===== config.mk =====
export PLATFORM = sky130hd
export DESIGN_NAME = vdp_hp_ctrl
export DESIGN_NICKNAME = d
export VERILOG_FILES = /design/src/sv/vdp_hp_pkg.sv /design/src/sv/vdp_hp_ctrl.sv
export SDC_FILE = /design/constraint.sdc
export NUM_CORES = 1
export LEC_CHECK = 0
export BUFFER_PORTS_ARGS = -buffer_cell sky130_fd_sc_hd__buf_4
export CORE_ASPECT_RATIO = 1.4
export CORE_MARGIN = 2
export CORE_UTILIZATION = 44
export DETAILED_ROUTE_END_ITERATION = 8
export GPL_ROUTABILITY_DRIVEN = 0
export PLACE_DENSITY = 0.7
export SYNTH_ARGS = -nofsm -noshare
export SYNTH_HDL_FRONTEND = slang
export SYNTH_SLANG_ARGS = --single-unit

===== constraint.sdc =====
create_clock -name clk -period 2.6 [get_ports clk]
set_clock_uncertainty 0.15 [all_clocks]
set_input_delay 0 -clock clk [delete_from_list [all_inputs] [get_ports clk]]
set_output_delay 0 -clock clk [all_outputs]
set_load 0.005 [all_outputs]

===== src/sv/vdp_hp_pkg.sv =====
`default_nettype none

package vdp_hp_pkg;

	// Video memory size; the pointer itself is always 14 bits wide
	localparam int VRAM_DEPTH = 16384;
	localparam int VRAM_AW    = $clog2(VRAM_DEPTH);
	localparam int PTR_W      = 14;

	// Status bits cleared by a status read (frame flag and collision flag)
	localparam logic [7:0] STATUS_CLEAR = 8'b1010_0000;

	// Second control byte fields
	localparam int CTL_REG_BIT   = 7;
	localparam int CTL_NOREAD_BIT = 6;

	typedef enum logic [1:0] {
		MODE_READ   = 2'd0,
		MODE_WRITE  = 2'd1,
		MODE_STATUS = 2'd2,
		MODE_NONE   = 2'd3
	} mode_t;

	typedef enum logic {
		PORT_DATA = 1'b0,
		PORT_CTRL = 1'b1
	} port_t;

	// Request to video memory for one word
	typedef struct packed {
		logic               we;
		logic               re;
		logic [VRAM_AW-1:0] addr;
		logic [7:0]         wdata;
	} vram_cmd_t;

	// Result word of one access
	typedef struct packed {
		logic [7:0] read_data;
		logic       reg_written;
		logic [2:0] reg_index;
		logic [7:0] reg_value;
	} result_t;

endpackage

`default_nettype wire


===== src/sv/vdp_hp_ctrl.sv =====
`default_nettype none

module vdp_hp_ctrl (
	input  wire logic                  clk,
	input  wire logic                  arst_n,
	input  wire logic                  advance,
	input  wire logic [1:0]            mode,
	input  wire logic                  port,
	input  wire logic [7:0]            write_data,
	input  wire logic [7:0]            read_ahead,
	output vdp_hp_pkg::vram_cmd_t      cmd,
	output vdp_hp_pkg::result_t        result
);
	import vdp_hp_pkg::*;

	logic [PTR_W-1:0] ptr_q, ptr_d, ptr_set;
	logic [7:0]       latch_q, latch_d;
	logic             phase_q, phase_d;
	logic [7:0]       status_q, status_d;
	vram_cmd_t        cmd_c;
	result_t          res_c;

	assign ptr_set = {write_data[5:0], latch_q};

	// Decode one access
	always_comb begin
		ptr_d    = ptr_q;
		latch_d  = latch_q;
		phase_d  = phase_q;
		status_d = status_q;
		cmd_c    = '0;
		res_c    = '0;
		case (mode_t'(mode))
			MODE_READ: begin
				phase_d = 1'b0;
				if (port_t'(port) == PORT_DATA) begin
					res_c.read_data = read_ahead;
					cmd_c.re        = 1'b1;
					cmd_c.addr      = ptr_q[VRAM_AW-1:0];
					ptr_d           = ptr_q + 1'b1;
				end else begin
					res_c.read_data = status_q;
					status_d        = status_q & ~STATUS_CLEAR;
				end
			end
			MODE_WRITE: begin
				if (port_t'(port) == PORT_DATA) begin
					cmd_c.we    = 1'b1;
					cmd_c.addr  = ptr_q[VRAM_AW-1:0];
					cmd_c.wdata = write_data;
					ptr_d       = ptr_q + 1'b1;
					phase_d     = 1'b0;
				end else if (!phase_q) begin
					latch_d = write_data;
					phase_d = 1'b1;
				end else begin
					phase_d = 1'b0;
					if (write_data[CTL_REG_BIT]) begin
						res_c.reg_written = 1'b1;
						res_c.reg_index   = write_data[2:0];
						res_c.reg_value   = latch_q;
					end else if (write_data[CTL_NOREAD_BIT]) begin
						ptr_d = ptr_set;
					end else begin
						// address set with prefetch
						cmd_c.re   = 1'b1;
						cmd_c.addr = ptr_set[VRAM_AW-1:0];
						ptr_d      = ptr_set + 1'b1;
					end
				end
			end
			MODE_STATUS: begin
				status_d = status_q | write_data;
			end
			default: begin
			end
		endcase
		if (!advance) begin
			cmd_c.we = 1'b0;
			cmd_c.re = 1'b0;
		end
	end

	// Advance host state on each word taken
	always_ff @(posedge clk or negedge arst_n) begin
		if (!arst_n) begin
			ptr_q    <= '0;
			latch_q  <= '0;
			phase_q  <= 1'b0;
			status_q <= '0;
		end else if (advance) begin
			ptr_q    <= ptr_d;
			latch_q  <= latch_d;
			phase_q  <= phase_d;
			status_q <= status_d;
		end
	end

	assign cmd    = cmd_c;
	assign result = res_c;

endmodule

`default_nettype wire


==> metrics <==
global-route wire length before repair between 10000 and 15000 um; number of synthesized flops with an enable pin 0; Die H 88.5 um; fraction of layout cells with a size suffix above 1 0.294; post-synthesis cell type count between 50 and 60; Die Footprint between 5000 and 6000 um^2; Post-CTS Resized 0; # diodes 0; ys flop type dfrtp_1; CP Launch Type flip-flop; CTS H-tree lvls 2; Cell Area, Synth approximately 2200 um^2; Syn Inst Count roughly 250; slew margin rel. 0.541; Area growth syn-to-layout 32.6%; Hold/Removal Path Class in -> reg; die extent in x roughly 64 um; Fill cells 442; fin crit period ~2.0 ns; Post-Layout Cell Count roughly 380; # placed instances around 370; ys async rst share 1.00; max cap viols 0; CTS root buf clkbuf_8; Syn Area/Cell between 8 and 9 um^2; top-count cell post-synth dfrtp_1; Starting Density 0.459; Final setup viols 0; LEAKAGE approximately 1.3 nW; drt first-iter violations ~150; fin crit share 0.768; PortBufs 65; sequential share of the synthesized area 0.346; TritonCTS clock tree built; status completed; PwrDens 576 nW/um^2; # rows 30; initial antenna violation count 0; final hold violation count 0; Setup Buffers After CTS 0; Critical Path Fanout Max 6; FF/Latch Area between 700 and 800 um^2; Slew @ Worst Pin around 0.68 ns; area leader, netlist dfrtp_1; unrepaired setup endpoints after global routing no; final wirelength 6740 um; Congestion Overflow GR 0; DRC Markers 0; largest net degree at the start of global routing 32; CTS Hold Bufs 11; number of global-route vias before repair about 2200; YS warnings 0; Peak supply drop roughly 0.00044 V; WS Path Type reg -> reg; fmax about 500 MHz; GRT Overall Usage 0.254; Critical Path RT roughly 2.6 ns; Synth top cells by count 31 x dfrtp_1, 21 x nor2_1, 17 x a21oi_1; post-synth top area share 0.346; CTS Buf Count 5; setup TNS 0 ns; multi-input logic area ~1400 um^2; crit path DAT between 1.5 and 2 ns; crit path capture type flip-flop; Core Region 4880 um^2; antenna-violating nets left 0; Max Slew Vio Count 0; Synthesized Nets 276; Final #Nets 344; #FFs+latches synth 31; deepest clock path buffer count 2; wire per inst around 18 um; DR vias roughly 2300; drt first pass iters 4; CTS sink count 31; Vias/cell ~6; CTS clock-pin slew for the worst setup and hold paths 0.07 ns; io pins 66; clock latency on the worst-skew pair between 0.2 and 0.3 ns; ranking of synthesized cells by area dfrtp_1 35%, a22o_1 5.1%, mux2i_1 4.0%; Detailed Place HPWL 4780 um
[power by group]
part / total [mW] / internal [mW] / switching [mW]
Clock: 0.497 / 0.310 / 0.187
Combinational: 0.439 / 0.236 / 0.203
Sequential: 0.775 / 0.591 / 0.184
[per-layer routing]
| metal | wire (um) | global-route usage | share of wire |
|---|---|---|---|
| met1 | 2750 | 0.306 | 0.41 |
| met2 | 3470 | 0.445 | 0.51 |
| met3 | 301 | 0.0471 | 0.045 |
| met4 | 219 | 0.108 | 0.032 |
| met5 | 0 | 0 | 0 |
[layout by cell type, fill, tap and decap left out, drive strengths merged, types with 9 or more instances in the layout]
| master | n |
|---|---|
| a21oi | 18 |
| a22o | 13 |
| and2 | 13 |
| and3 | 12 |
| buf | 69 |
| dfrtp | 31 |
| dlygate4sd3 | 11 |
| mux2i | 9 |
| nand2 | 11 |
| nand3 | 12 |
| nor2 | 22 |
| o21ai | 11 |
[through the flow]
step	hold slack [ns]	total power, mW	setup WS [ns]	util	area [um^2]
3_5_place_dp	-0.187	1.21	0.649	0.563	2750
6_report	0.0352	1.71	0.603	0.609	2970
4_1_cts	0.0306	1.72	0.631	0.609	2970
3_3_place_gp	-0.187	1.20	0.715	0.563	2750
2_1_floorplan	-0.446	1.01	0.901	-	2240
5_1_grt	0.0817	1.81	0.330	0.609	2970
[final cells by class]
type                    instances  area share
clock inverters                 2      0.0118
flip-flops and latches         31       0.261
clock buffers                   6      0.0278
repair buffers                 80       0.211
well taps                      64      0.0269
multi-input cells             199       0.459
inverters                       2     0.00253
[critical path, stage by stage, from the launching register on]
cell and delay [ns]:
dfrtp_1 0.46, ha_1 0.22, nand3_1 0.17, nor2_1 0.39, a41oi_1 0.16, o21ai_0 0.15
o311ai_0 0.15
[cell families after synthesis]
| family | after synthesis | share of synthesized area |
|---|---|---|
| AOI/OAI and AO/OA | 68 | 0.206 |
| xor gates and xnor gates | 11 | 0.0430 |
| buffers and inverters | 21 | 0.0458 |
| and+or+nand+nor | 100 | 0.262 |
| adders and majority gates | 3 | 0.0167 |
| DFF | 31 | 0.346 |
| muxes | 17 | 0.0804 |
[sequential cells by signal (all words and copies together) (netlist names)]
register	cells
latch_q	8
ptr_q	14
status_q	8
phase_q	1
[path summary, 6_finish.rpt]
kind                                            to  depth (start not counted)  slack (ns)                    start
max in group asynchronous   latch_q[5]$_DFFE_PN0P_                          2        1.95                   arst_n
setup reg to reg             ptr_q[10]$_DFFE_PN0P_                          6        0.60     ptr_q[0]$_DFFE_PN0P_
min in group asynchronous  status_q[5]$_DFFE_PN0P_                          2        0.06                   arst_n
setup / recovery             ptr_q[10]$_DFFE_PN0P_                          6        0.60     ptr_q[0]$_DFFE_PN0P_
hold / removal             status_q[5]$_DFFE_PN0P_                          4        0.04                     port
hold reg to reg            status_q[2]$_DFFE_PN0P_                          1        0.31  status_q[2]$_DFFE_PN0P_
No activity file was read; power rests on OpenSTA's default activity.
